### src/rtl/scp_pkg.sv
// Package with the widths, payload types and register codes of the sphere collision block.
`default_nettype none
package scp_pkg;

  localparam int unsigned COORD_W   = 32;
  localparam int unsigned MAG_W     = 31;
  localparam int unsigned SQ_W      = 2 * MAG_W;
  localparam int unsigned NUM_W     = SQ_W + 1;
  localparam int unsigned ROOT_W    = MAG_W;
  localparam int unsigned CFG_IDX_W = 2;

  localparam logic [MAG_W-1:0] RADIUS_RESET = MAG_W'(65536);

  typedef enum logic [CFG_IDX_W-1:0] {
    CFG_CENTRE_X = 2'd0,
    CFG_CENTRE_Y = 2'd1,
    CFG_CENTRE_Z = 2'd2,
    CFG_RADIUS   = 2'd3
  } cfg_idx_e;

  typedef struct packed {
    logic signed [COORD_W-1:0] pos_x;
    logic signed [COORD_W-1:0] pos_y;
    logic signed [COORD_W-1:0] pos_z;
    logic                      batch_last_in;
  } scp_in_t;

  typedef struct packed {
    logic signed [COORD_W-1:0] new_x;
    logic signed [COORD_W-1:0] new_y;
    logic signed [COORD_W-1:0] new_z;
    logic                      inside_res;
    logic [MAG_W-1:0]          depth;
    logic                      batch_last_out;
  } scp_out_t;

  typedef struct packed {
    logic [2:0][COORD_W-1:0] pos;
    logic                    last;
    logic [2:0]              neg;
    logic [2:0][MAG_W-1:0]   mag;
    logic                    hit;
  } scp_sb_t;

  typedef struct packed {
    scp_sb_t           sb;
    logic [ROOT_W-1:0] root_len;
  } scp_sbd_t;

endpackage
`default_nettype wire

### src/rtl/scp_div.sv
// Pipelined restoring divider, one quotient bit per register stage.
`default_nettype none
module scp_div import scp_pkg::*; (
  input  wire logic              clk_i,
  input  wire logic              en_i,
  input  wire logic [NUM_W-1:0]  num_i,
  input  wire logic [ROOT_W-1:0] den_i,
  output logic      [ROOT_W-1:0] quo_o
);

  localparam int unsigned REM_W = NUM_W - ROOT_W;

  logic [REM_W-1:0]  rem_q [ROOT_W];
  logic [ROOT_W-1:0] quo_q [ROOT_W];
  logic [NUM_W-1:0]  num_q [ROOT_W];
  logic [ROOT_W-1:0] den_q [ROOT_W];

  for (genvar k = 0; k < ROOT_W; k++) begin : g_st
    logic [REM_W-1:0]  rem_in;
    logic [ROOT_W-1:0] quo_in;
    logic [NUM_W-1:0]  num_in;
    logic [ROOT_W-1:0] den_in;
    logic [REM_W:0]    cur;
    logic [REM_W:0]    den_x;
    logic [REM_W:0]    diff;

    if (k == 0) begin : g_first
      assign rem_in = num_i[NUM_W-1:ROOT_W];
      assign quo_in = '0;
      assign num_in = num_i;
      assign den_in = den_i;
    end else begin : g_next
      assign rem_in = rem_q[k-1];
      assign quo_in = quo_q[k-1];
      assign num_in = num_q[k-1];
      assign den_in = den_q[k-1];
    end

    assign cur   = {rem_in, num_in[ROOT_W-1-k]};
    assign den_x = {{(REM_W+1-ROOT_W){1'b0}}, den_in};
    assign diff  = cur - den_x;

    always_ff @(posedge clk_i) begin
      if (en_i) begin
        if (cur >= den_x) begin
          rem_q[k] <= diff[REM_W-1:0];
          quo_q[k] <= {quo_in[ROOT_W-2:0], 1'b1};
        end else begin
          rem_q[k] <= cur[REM_W-1:0];
          quo_q[k] <= {quo_in[ROOT_W-2:0], 1'b0};
        end
        num_q[k] <= num_in;
        den_q[k] <= den_in;
      end
    end
  end

  assign quo_o = quo_q[ROOT_W-1];

endmodule
`default_nettype wire

### config.mk
export PLATFORM = sky130hd
export DESIGN_NAME = scp_div
export DESIGN_NICKNAME = d
export VERILOG_FILES = /design/src/rtl/scp_pkg.sv /design/src/rtl/scp_div.sv
export SDC_FILE = /design/constraint.sdc
export NUM_CORES = 2
export LEC_CHECK = 0
export BUFFER_PORTS_ARGS = -buffer_cell sky130_fd_sc_hd__buf_4
export CORE_MARGIN = 4
export CORE_UTILIZATION = 60
export CTS_CLUSTER_DIAMETER = 50
export DETAILED_ROUTE_END_ITERATION = 16
export PLACE_DENSITY_LB_ADDON = 0.3
export SYNTH_ARGS = -nofsm -noshare
export SYNTH_HDL_FRONTEND = slang
export SYNTH_MEMORY_MAX_BITS = 65536
export SYNTH_SLANG_ARGS = --single-unit
### constraint.sdc
create_clock -name clk_i -period 4.2 [get_ports clk_i]
set_input_delay 0.63 -clock clk_i [delete_from_list [all_inputs] [get_ports clk_i]]
set_output_delay 0.63 -clock clk_i [all_outputs]
set_load 0.05 [all_outputs]
-- Yosys cells after proc, flatten, opt, wreduce, memory -nomap -nowiden
Memories as Yosys holds them, arrays and structs flattened.
Cells that the tools add are included.
- bits in registers: 0
- RAM bits: 4867
- input port bits: 96
- memories kept: 4
- add/subtract/negate cells: 31
- magnitude comparators: 31
- mux-type cells: 250
- bitwise operators: 62
- memory list (name ; words ; width ; rd ports ; clocked after memory_dff ; wr ports ; line ; source):
    num_q ; 31 ; 63 ; 30 ; 0 ; 31 ; scp_div.sv:15 ; logic [NUM_W-1:0] num_q [ROOT_W];
    rem_q ; 31 ; 32 ; 30 ; 0 ; 31 ; scp_div.sv:13 ; logic [REM_W-1:0] rem_q [ROOT_W];
    den_q ; 31 ; 31 ; 30 ; 0 ; 31 ; scp_div.sv:16 ; logic [ROOT_W-1:0] den_q [ROOT_W];
    quo_q ; 31 ; 31 ; 31 ; 0 ; 31 ; scp_div.sv:14 ; logic [ROOT_W-1:0] quo_q [ROOT_W];
- operators by type and width (cell ; number):
    >= comparator 33 x 31 -> 1 bit ; 31
    two-way mux 32 bit ; 31
    subtractor 32 x 31 -> 32 bit ; 31
    two-way mux 31 bit ; 31
    two-way mux 1 bit ; 188
    OR 1 bit ; 62

-- Depth between registers and ports, before layout
An unclocked memory read counts as a cell.
- depth after elaboration: 6
- mapped depth: 16
- gate-level depth less buffers: 15

-- Worst setup path after synthesis
No wires, ideal clock.
- kind: reg2reg
- start point: mem num_q[0][277] in the netlist's numbering
- end point: mem rem_q[0][188] in the netlist's numbering (data pin)
- arrival time: 3.316 ns
- data required time: 3.933 ns
- setup slack: 0.617 ns
- cell stages (with the launch flop): 16
- path buffers: 0
- cells stage by stage: edfxtp_1 > inv_1 > ha_1 > inv_1 > fa_1 > a211oi_1 > o21ai_0 > a31o_1 > o41a_1 > a21oi_2 > o21ai_1 > a221o_1 > a311oi_2 > o21ai_0 > xnor2_1 > o21ai_0
- RTL lines (element ; line):
    start, declared ; scp_div.sv:15
    end, declared ; scp_div.sv:13

==> flow_summary.toml <==
[yosys]
ys_seq_elements = 2851
syn_inst = 12300
netlist_top_cells_area = "edfxtp_1, ha_1, a21oi_1"
postSynthNetCount = 13300
synth_commonest_cells = "edfxtp_1, inv_1, a21oi_1"
synth_seq_area_share = 0.584
ys_warn_count = 0
yosysTopAreaCell = "edfxtp_1"
async_reset_ff_frac = 0
synth_edf_count = 2850
synth.avg_cell_area_sq_um = 12.0
synth_ff_type = "edfxtp_1"
synth_cell_types = 110
syn-cell-area_sq_um = 147000
synth_top_area_frac = 0.584
yosysMostFrequentCell = "edfxtp_1"

[floorplanning]
start_util = 0.603
design.die.area_sq_um = 252000
num_rows = 181
die_x_um = 502
io_pins = 127
coreArea_sq_um = 243000
die_y_um = 502

[worst_setup_path]
r2r_slack_ns = 0.17
startpoint = "num_q[1][571]$_DFFE_PP_"
required_ns = 4.77
cp_slowest_cell = "a2111oi_0"
cp_max_fo = 3
endpoint_kind = "flop"
crit_arrival_ns = 4.60
r2r_end = "rem_q[1][348]$_DFFE_PP_"
crit_path_frequent_cell = "a21oi_1"
reg2reg_depth = 15
timing.rr.start = "num_q[1][571]$_DFFE_PP_"
critical_path_class = "reg -> reg"
critPathCapture = "rem_q[1][348]$_DFFE_PP_"
cp_cell_sequence = "inv_1 > ha_1 > inv_1 > fa_1 > a211oi_1 > o21ai_0 > a2111oi_0 > nor3_2 > a21oi_1 > o21ai_0 > nand2_1 > a21oi_1 > a41oi_1 > xor2_1 > a21oi_1"
crit_path_start_kind = "flop"
critical_path.max_stage_delay_ns = 0.57

[timing]
period_needed_ns = 4.03
tightest_slew_ns = 1.29
tns_ns = 0
finalSetupViolCount = 0
clock_skew_ns = 0.0862
drv_slew = 0
hold_violations = 0
fin_ws_ns = 0.175
grt_setup_unrepaired = "true"
min_period_over_period = 0.958
fmax_mhz = 248
relSlewSlack = 0.141

[finish]
fill_cells = 17500
drive_above_1_share = 0.0967
final_cell_count_no_fill = 16200
final_core_util = 0.677
syn2layout_area_growth_pct = 12.2
final_nets = 13800

[global_routing]
grt_pass1_vias = 95300
grtUsageTotal = 0.293
grt_max_degree = 212
antenna_found_initial = 10
grt_pass1_wl_um = 568000
grt_overflow = 0

[detailed_routing]
avgRoutedWirePerCell_um = 23.2
routed_via_density = 6.02
drc_errors = 0
first_pass_iters = 6
ant_nets = 0
vias = 97400
totalWireLength_um = 375000
drt_iter0_markers = 9502

[pwr]
peakVddDrop_mv = 0.491
powerDensity_nw_per_um2 = 767
leakagePower_nw = 66.2

[clock_network]
path_clk_slew_ns = 0.06
clock_latency_ns = 0.91
clock_sink_count = 2851
clockBufferDepth = 4
h-tree-depth = 5
cts_root_buffer = "clkbuf_16"
cts_tree = "done"
cts_buffers = 347

[run]
max_cap_violations = 0

[placed_design]
dp_cells = 15500
pre_cts_ws_ns = -0.154
place_congestion = 0.978
dpl.hpwl_um = 276000
port_buffers = 126

[hold_path]
hold_class = "in -> reg"

[outcome]
status = "finished, final reports clean"
## final cells by class
| type | instances | area [sq um] | area share |
|---|---|---|---|
| diodes | 6 | 15.0 | 0.0000913 |
| clock buffers | 380 | 8850 | 0.0538 |
| clock inverters | 245 | 2630 | 0.0160 |
| inverters | 1227 | 4610 | 0.0280 |
| multi-input cells | 7889 | 55300 | 0.337 |
| flip-flops and latches | 2851 | 85600 | 0.521 |
| well taps | 3202 | 4010 | 0.0244 |
| repair buffers | 371 | 3360 | 0.0204 |
## cell usage in the layout (no fill, tap or decap), types with 45 or more instances in the layout
cell           count
dlygate4sd3_1     61
edfxtp_1        2850
inv_1           1224
clkbuf_16        348
clkinv_1          47
xor2_1           322
a21o_1           528
mux2_2           219
xnor2_1          499
and3_1            69
nand2b_1         148
nand4_1          148
a31oi_1           88
nor2b_1          137
ha_1             961
buf_4            277
nor3_1           105
and2_1            52
o21bai_1         136
o21ai_0          765
nand3_1          152
nand2_1          787
a21oi_1         1119
nor2_1           739
clkinv_2          45
o21a_1           113
a211oi_1          59
## flip-flops by register name, summed over array words and instances, names as in the netlist
name	flops
rem_q	960
den_q	930
num_q	465
quo_q	496
## report_power, final
part	switching, W	internal, W
clock network	0.0125	0.0173
registers	0.00507	0.0407
logic	0.0290	0.0216
## cell families after synthesis
family | synth area share
multiplexers | 0.0197
XOR/XNOR | 0.0491
buffers and inverters | 0.0401
AO/OA/AOI/OAI | 0.138
AND/OR/NAND/NOR | 0.0826
adder cells (fa/ha/maj) | 0.0862
flip-flops | 0.584
## layer usage
layer,track usage,wire length [um]
met1,0.391,155000
met2,0.493,181000
met3,0.0350,22300
met4,0.115,16800
met5,0,58
## worst min path at each step
| stage | slack, ns | end | startpoint | depth (start not counted) |
|---|---|---|---|---|
| after floorplan | 0.40 | num_q[0][126]$_DFFE_PP_ | num_q[0][63]$_DFFE_PP_ | 0 |
| after global placement | 0.40 | num_q[1][381]$_DFFE_PP_ | num_q[1][318]$_DFFE_PP_ | 0 |
| after detailed placement | 0.40 | num_q[0][132]$_DFFE_PP_ | num_q[0][69]$_DFFE_PP_ | 0 |
| after CTS | 0.02 | rem_q[0][24]$_DFFE_PP_ | num_i[54] | 2 |
| after global routing | 0.05 | rem_q[0][31]$_DFFE_PP_ | num_i[61] | 2 |
| final | 0.07 | rem_q[0][24]$_DFFE_PP_ | num_i[54] | 2 |
## critical path, delay by kind of cell, from the launching register on
kind	cells	cell delay, ns
compound gates	8	2.06
fa+ha+maj	2	0.58
flops	1	0.39
simple gates	2	0.34
xor+xnor	1	0.17
buf+inv	2	0.13
## per-stage QoR
step | hold slack [ns] | power, W | area, sq um
2_1_floorplan | 0.400 | 0.0803 | 147000
3_3_place_gp | 0.400 | 0.0945 | 152000
3_5_place_dp | 0.405 | 0.0952 | 152000
4_1_cts | 0.0155 | 0.126 | 164000
5_1_grt | 0.0455 | 0.133 | 164000
6_report | 0.0713 | 0.126 | 164000
## repair_timing
action                     in CTS  in global routing
gates cloned                    0                  1
resized for setup               2                 33
setup endpoints to repair       2                123
hold buffers                   61                  0
setup buffers                   0                  4
pin swaps                       0                  6
hold endpoints to repair       61                  0
Note: power is estimated with default switching activity, not from simulation.
