==> config.mk <==
export PLATFORM = sky130hd
export DESIGN_NAME = scp_sqrt
export DESIGN_NICKNAME = d
export VERILOG_FILES = /design/src/rtl/scp_pkg.sv /design/src/rtl/scp_sqrt.sv
export SDC_FILE = /design/constraint.sdc
export NUM_CORES = 2
export LEC_CHECK = 0
export BUFFER_PORTS_ARGS = -buffer_cell sky130_fd_sc_hd__buf_2
export CELL_PAD_IN_SITES_DETAIL_PLACEMENT = 0
export CELL_PAD_IN_SITES_GLOBAL_PLACEMENT = 1
export CORE_MARGIN = 2
export CORE_UTILIZATION = 40
export DETAILED_ROUTE_END_ITERATION = 7
export PLACE_DENSITY_LB_ADDON = 0.2
export RECOVER_POWER = 50
export SLEW_MARGIN = 20
export SYNTH_ARGS = -nofsm -noshare
export SYNTH_HDL_FRONTEND = slang
export SYNTH_SLANG_ARGS = --single-unit
==> constraint.sdc <==
create_clock -name clk_i -period 5.33 [get_ports clk_i]
set_input_delay 0.7995 -clock clk_i [delete_from_list [all_inputs] [get_ports clk_i]]
set_output_delay 0.7995 -clock clk_i [all_outputs]
set_load 0.01 [all_outputs]
==> src/rtl/scp_pkg.sv <==
// Package with the widths, payload types and register codes of the sphere collision block.
`default_nettype none
package scp_pkg;

  localparam int unsigned COORD_W   = 32;
  localparam int unsigned MAG_W     = 31;
  localparam int unsigned SQ_W      = 2 * MAG_W;
  localparam int unsigned NUM_W     = SQ_W + 1;
  localparam int unsigned ROOT_W    = MAG_W;
  localparam int unsigned CFG_IDX_W = 2;

  localparam logic [MAG_W-1:0] RADIUS_RESET = MAG_W'(65536);

  typedef enum logic [CFG_IDX_W-1:0] {
    CFG_CENTRE_X = 2'd0,
    CFG_CENTRE_Y = 2'd1,
    CFG_CENTRE_Z = 2'd2,
    CFG_RADIUS   = 2'd3
  } cfg_idx_e;

  typedef struct packed {
    logic signed [COORD_W-1:0] pos_x;
    logic signed [COORD_W-1:0] pos_y;
    logic signed [COORD_W-1:0] pos_z;
    logic                      batch_last_in;
  } scp_in_t;

  typedef struct packed {
    logic signed [COORD_W-1:0] new_x;
    logic signed [COORD_W-1:0] new_y;
    logic signed [COORD_W-1:0] new_z;
    logic                      inside_res;
    logic [MAG_W-1:0]          depth;
    logic                      batch_last_out;
  } scp_out_t;

  typedef struct packed {
    logic [2:0][COORD_W-1:0] pos;
    logic                    last;
    logic [2:0]              neg;
    logic [2:0][MAG_W-1:0]   mag;
    logic                    hit;
  } scp_sb_t;

  typedef struct packed {
    scp_sb_t           sb;
    logic [ROOT_W-1:0] root_len;
  } scp_sbd_t;

endpackage
`default_nettype wire

==> src/rtl/scp_sqrt.sv <==
// Pipelined integer square root, one result bit per register stage.
`default_nettype none
module scp_sqrt import scp_pkg::*; (
  input  wire logic              clk_i,
  input  wire logic              en_i,
  input  wire logic [SQ_W-1:0]   rad_i,
  output logic      [ROOT_W-1:0] root_o
);

  localparam int unsigned REM_W = ROOT_W + 2;

  logic [REM_W-1:0]  rem_q  [ROOT_W];
  logic [ROOT_W-1:0] root_q [ROOT_W];
  logic [SQ_W-1:0]   rad_q  [ROOT_W];

  for (genvar k = 0; k < ROOT_W; k++) begin : g_st
    logic [REM_W-1:0]  rem_in;
    logic [ROOT_W-1:0] root_in;
    logic [SQ_W-1:0]   rad_in;
    logic [REM_W+1:0]  cur;
    logic [REM_W+1:0]  trial;
    logic [REM_W+1:0]  diff;

    if (k == 0) begin : g_first
      assign rem_in  = '0;
      assign root_in = '0;
      assign rad_in  = rad_i;
    end else begin : g_next
      assign rem_in  = rem_q[k-1];
      assign root_in = root_q[k-1];
      assign rad_in  = rad_q[k-1];
    end

    assign cur   = {rem_in, rad_in[SQ_W-1-2*k -: 2]};
    assign trial = {{(REM_W-ROOT_W){1'b0}}, root_in, 2'b01};
    assign diff  = cur - trial;

    always_ff @(posedge clk_i) begin
      if (en_i) begin
        if (cur >= trial) begin
          rem_q[k]  <= diff[REM_W-1:0];
          root_q[k] <= {root_in[ROOT_W-2:0], 1'b1};
        end else begin
          rem_q[k]  <= cur[REM_W-1:0];
          root_q[k] <= {root_in[ROOT_W-2:0], 1'b0};
        end
        rad_q[k] <= rad_in;
      end
    end
  end

  assign root_o = root_q[ROOT_W-1];

endmodule
`default_nettype wire

Yosys cells after proc, flatten, opt, wreduce, memory -nomap -nowiden:

Memory sizes are Yosys's and may differ from the RTL's.
Index checks and enable logic that the tools add are counted.

* register bits: 0
* RAM bits: 3906
* input port bits: 64
* output and inout port bits: 31
* word-level logic and storage cells: 377
* memories kept: 3

Memories
* rad_q: words 31, width 62, read ports 30, clocked after memory_dff 0, wr ports 31, line scp_sqrt.sv:14 `logic [SQ_W-1:0] rad_q [ROOT_W];`
* rem_q: words 31, width 33, read ports 30, clocked after memory_dff 0, wr ports 31, line scp_sqrt.sv:12 `logic [REM_W-1:0] rem_q [ROOT_W];`
* root_q: words 31, width 31, read ports 31, clocked after memory_dff 0, wr ports 31, line scp_sqrt.sv:13 `logic [ROOT_W-1:0] root_q [ROOT_W];`

* add/sub/neg operators: 31
* magnitude comparators: 31
* muxes and demuxes: 250
* bitwise operators: 62

Operator list (number)
* >= comparator 35 x 33 -> 1 bit: 30
* 2-to-1 mux 33 bit: 31
* subtractor 33 bit: 30
* 2-to-1 mux 31 bit: 31
* 2-to-1 mux 1 bit: 188
* bitwise OR 1 bit: 62
* subtractor 2 x 1 -> 3 bit (second input constant): 1
* >= comparator 2 x 1 -> 1 bit (second input constant): 1

Longest topological paths before layout:

An unclocked memory read counts as a cell.

* depth after elaboration: 6
* gate-level depth with buffers: 14
* depth with buffers taken out: 12

Least setup slack after synthesis:

No wires, ideal clock.

* kind: input to register
* start: input en_i
* end: memory rem_q[1][363] (netlist bit) (enable)
* setup time: 0.440 ns
* data arrival time: 3.772 ns
* required time: 4.890 ns
* setup slack: 1.118 ns
* stages on the path: 6
* buffers on the path: 6
* cells stage by stage: clkbuf_1 > clkbuf_1 > clkbuf_1 > clkbuf_1 > clkbuf_1 > clkbuf_1

RTL lines
* start, declared: line scp_sqrt.sv:5 `input wire logic en_i,`
* end, declared: line scp_sqrt.sv:12

==> metrics.csv <==
stage;metric;value;unit
outcome;status;finished with violations;
outcome;failing checks;capacitance limit, slew limit;
setup_path;most frequent CP cell;a2111oi_0;
setup_path;WP data arrival;4.89;ns
placed_design;HPWL Detailed;171000;um
placed_design;Cell Area, Placed;116000;sq um
timing;relative slew slack;-1.32;
pwr;Final Power;54.7;mW
setup_path;CP Cell Sequence;ha_1 -> o21a_1 -> o221ai_1 -> a2111oi_0 -> o31ai_1 -> o211ai_4 -> buf_4 -> nand2_1 -> a2111oi_0 -> xor2_1;
floorplan;Die ar.;281000;sq um
setup_path;crit-path leading delay family;compound AO/OA/AOI/OAI gates;
routing;Residual DRC;0;
setup_path;slowest stage delay, CP;0.95;ns
placed_design;PortBufs;94;
timing;Achievable Freq;232;MHz
timing;Fin Clk Skew;0.0271;ns
yosys;sequential-to-total area share from yosys stat;0.642;
final_layout;final layout net count;9485;
floorplan;Initial Utilization;0.401;
yosys;Post-synth ARST share;0;
timing;Final period util;0.809;
setup_path;Buf/Inv on CP;1;
global_routing;grt ovf;0;
yosys;synth unique cells;98;
clocking;TritonCTS Sinks;2368;
placed_design;gpl congestion;0.873;
yosys;synthesis-stage register bit count;2368;
timing;Fin Setup TNS;0;ns
clocking;CTS tree;yes;
global_routing;vias in the first global route;64590;
clocking;H-tree depth;5;
floorplan;I/O pins;95;
routing;antenna viol nets, final;0;
timing;Final Critical Period;4.31;ns
pwr;Worst VDD drop;297;uV
setup_path;WP data required;5.91;ns
yosys;post-synthesis cell count;8622;
final_layout;share of cells above drive strength 1;0.0774;
final_layout;post-route cell area;125000;sq um
floorplan;core area;276000;sq um
floorplan;die height;530;um
routing;DRT iter0 DRCs;4802;
clocking;Clock Latency Late Sink;0.86;ns
setup_path;slowest CP cell;a2111oi_0;
yosys;EDFF count, synth;2367;
pwr;leakage;46.7;nW
setup_path;worst-path fanout max;44;
yosys;Top FF cell, synth;edfxtp_1;
routing;final WL;236000;um
placed_design;worst slack at placement;1.12;ns
timing;Least-Margin Pin Slew;3.48;ns
timing;Max Slew Vio Count;950;
timing;final setup fails;0;
clocking;Worst-path clk slew;0.06;ns
pwr;Pwr Density;439;nW/um^2
routing;wire length per cell;18.4;um
clocking;total CTS buffers;273;
flow_run;max-cap check violation count;17;
final_layout;fillers;24681;
floorplan;Core Rows;193;
routing;detailed-route via count;65678;
global_routing;first-pass GRT wire length;368000;um
routing;vias per inst;5.13;
clocking;CTS Buffer Depth;4;
setup_path;nature of the critical path endpoint;register;
clocking;postcts setup bufs;0;
global_routing;GRT Total Usage;0.166;
clocking;CTS hold repair buffers;1;
yosys;synthesized net count;9215;
yosys;Synth Warn #;0;
global_routing;largest net degree at the start of global routing;197;
setup_path;startpoint class of the critical path;register;
clocking;CTS-repair resized insts;0;
clocking;Root Driver;clkbuf_16;
timing;Hold Vio Cnt, Final;0;
floorplan;die width;530;um
routing;Initial DRT Pass Iterations;8;
setup_path;WS Path Type;register to register;
yosys;Mean Syn Cell Area;12.9;sq um
timing;RSZ-0062 raised after global routing;no;
yosys;Post-Syn Area;111000;sq um
min_path;Hold/Removal Path Class;input pin to register;
timing;setup slack after layout;1.02;ns
final_layout;area growth from synthesis to layout;12.5;%
global_routing;initial antenna violation count;10;
power by group:
group          switching, mW  internal, mW  total, mW
clock network           7.43          11.0       18.4
logic                   6.42          4.64       11.1
registers               1.62          23.6       25.3
total                   15.5          39.2       54.7
sequential cells by signal, summed over array words and instances, names as in the netlist:
| name | cells |
|---|---|
| rad_q | 930 |
| rem_q | 942 |
| root_q | 496 |
worst register-to-register path: stages (launching register included):
cell and delay, ns:
edfxtp_1 0.39, ha_1 0.37, o21a_1 0.19, o221ai_1 0.22, a2111oi_0 0.95, o31ai_1 0.34, o211ai_4 0.23, buf_4 0.48
nand2_1 0.17, a2111oi_0 0.57, xor2_1 0.12
Yosys cell counts (31+ instances only):
library cell  count  area, sq um
nand2_1         674         2530
xor2_1          402         3520
o31ai_1          36          270
xnor2_1         390         3420
o211ai_1         35          263
or3_1            93          582
a21o_1          196         1470
a21oi_1         487         2440
mux2_2           71          800
inv_1           658         2470
or4_1            55          413
nand4_1          78          488
nor3_1          212         1060
nor4_1          111          694
o21a_1           82          616
and3_1           35          219
o21bai_1         31          233
clkbuf_1        150          563
nand3_1         143          716
nor2_1          495         1860
and2_1           51          319
ha_1            529         6620
nor2b_1          71          444
or2_2            44          275
nand2b_1        122          763
a211oi_1         36          270
a31oi_1          48          300
edfxtp_1       2367        71100
o21ai_0         516         2580
final timing paths:
| kind | start | endpoint | slack (ns) | depth (start not counted) |
|---|---|---|---|---|
| setup / recovery | rem_q[1][264] | rem_q[1][326] | 1.02 | 10 |
| hold / removal | rad_i[2] | rad_q[0][2] | 0.10 | 1 |
| setup reg to reg | rem_q[1][264] | rem_q[1][326] | 1.02 | 10 |
| hold reg to reg | rad_q[0][595] | rad_q[0][657] | 0.39 | 0 |
through the flow:
stage	hold slack (ns)	std cells	utilization
finish	0.101	12812	0.452
CTS	0.00261	12808	0.452
global route	0.0380	12812	0.452
global placement	0.400	12318	0.420
detailed placement	0.405	12318	0.420
floorplan	0.400	8622	-
final cells by class:
class	instances	area (sq um)	area share
tap	3705	4640	0.0372
timing repair buffer	170	1040	0.00831
multi-input combinational	5418	36600	0.294
sequential	2368	71100	0.570
inverter	661	2480	0.0199
antenna	1	2.50	0.0000201
clock inverter	165	1550	0.0124
clock buffer	324	7240	0.0581
cell families (layout without fill, tap and decap cells):
kind of cell	Yosys count	count (layout)	share of synthesized area
flops	2368	2368	0.642
simple gates	2310	2310	0.104
compound gates	1699	1699	0.0950
buf+inv	836	1320	0.0287
xor+xnor	792	792	0.0626
fa+ha+maj	529	529	0.0597
mux	88	88	0.00875
other cells	0	1	0
layout by cell type (no fill, tap or decap), drive strengths merged, types with 78 or more instances in the layout:
cell type,synthesis,layout
ha,529,529
nand2,674,674
a21oi,487,487
or3,95,95
clkbuf,151,355
nor4,113,113
xor2,402,402
nand2b,122,122
nand4,78,78
nor3,216,216
nor2,495,495
buf,24,138
a21o,196,196
xnor2,390,390
edfxtp,2367,2367
inv,660,670
o21a,82,82
nand3,146,146
clkinv,1,114
o21ai,518,518
layer usage:
| layer | global-route usage | up-vias | routed length [um] |
|---|---|---|---|
| met3 | 0.0240 | 429 | 9860 |
| li1 | - | 32446 | - |
| met2 | 0.282 | 1231 | 115000 |
| met1 | 0.217 | 31570 | 105000 |
| met5 | 0 | - | 7 |
| met4 | 0.0529 | 2 | 6890 |
No activity file was read; power rests on OpenSTA's default activity.
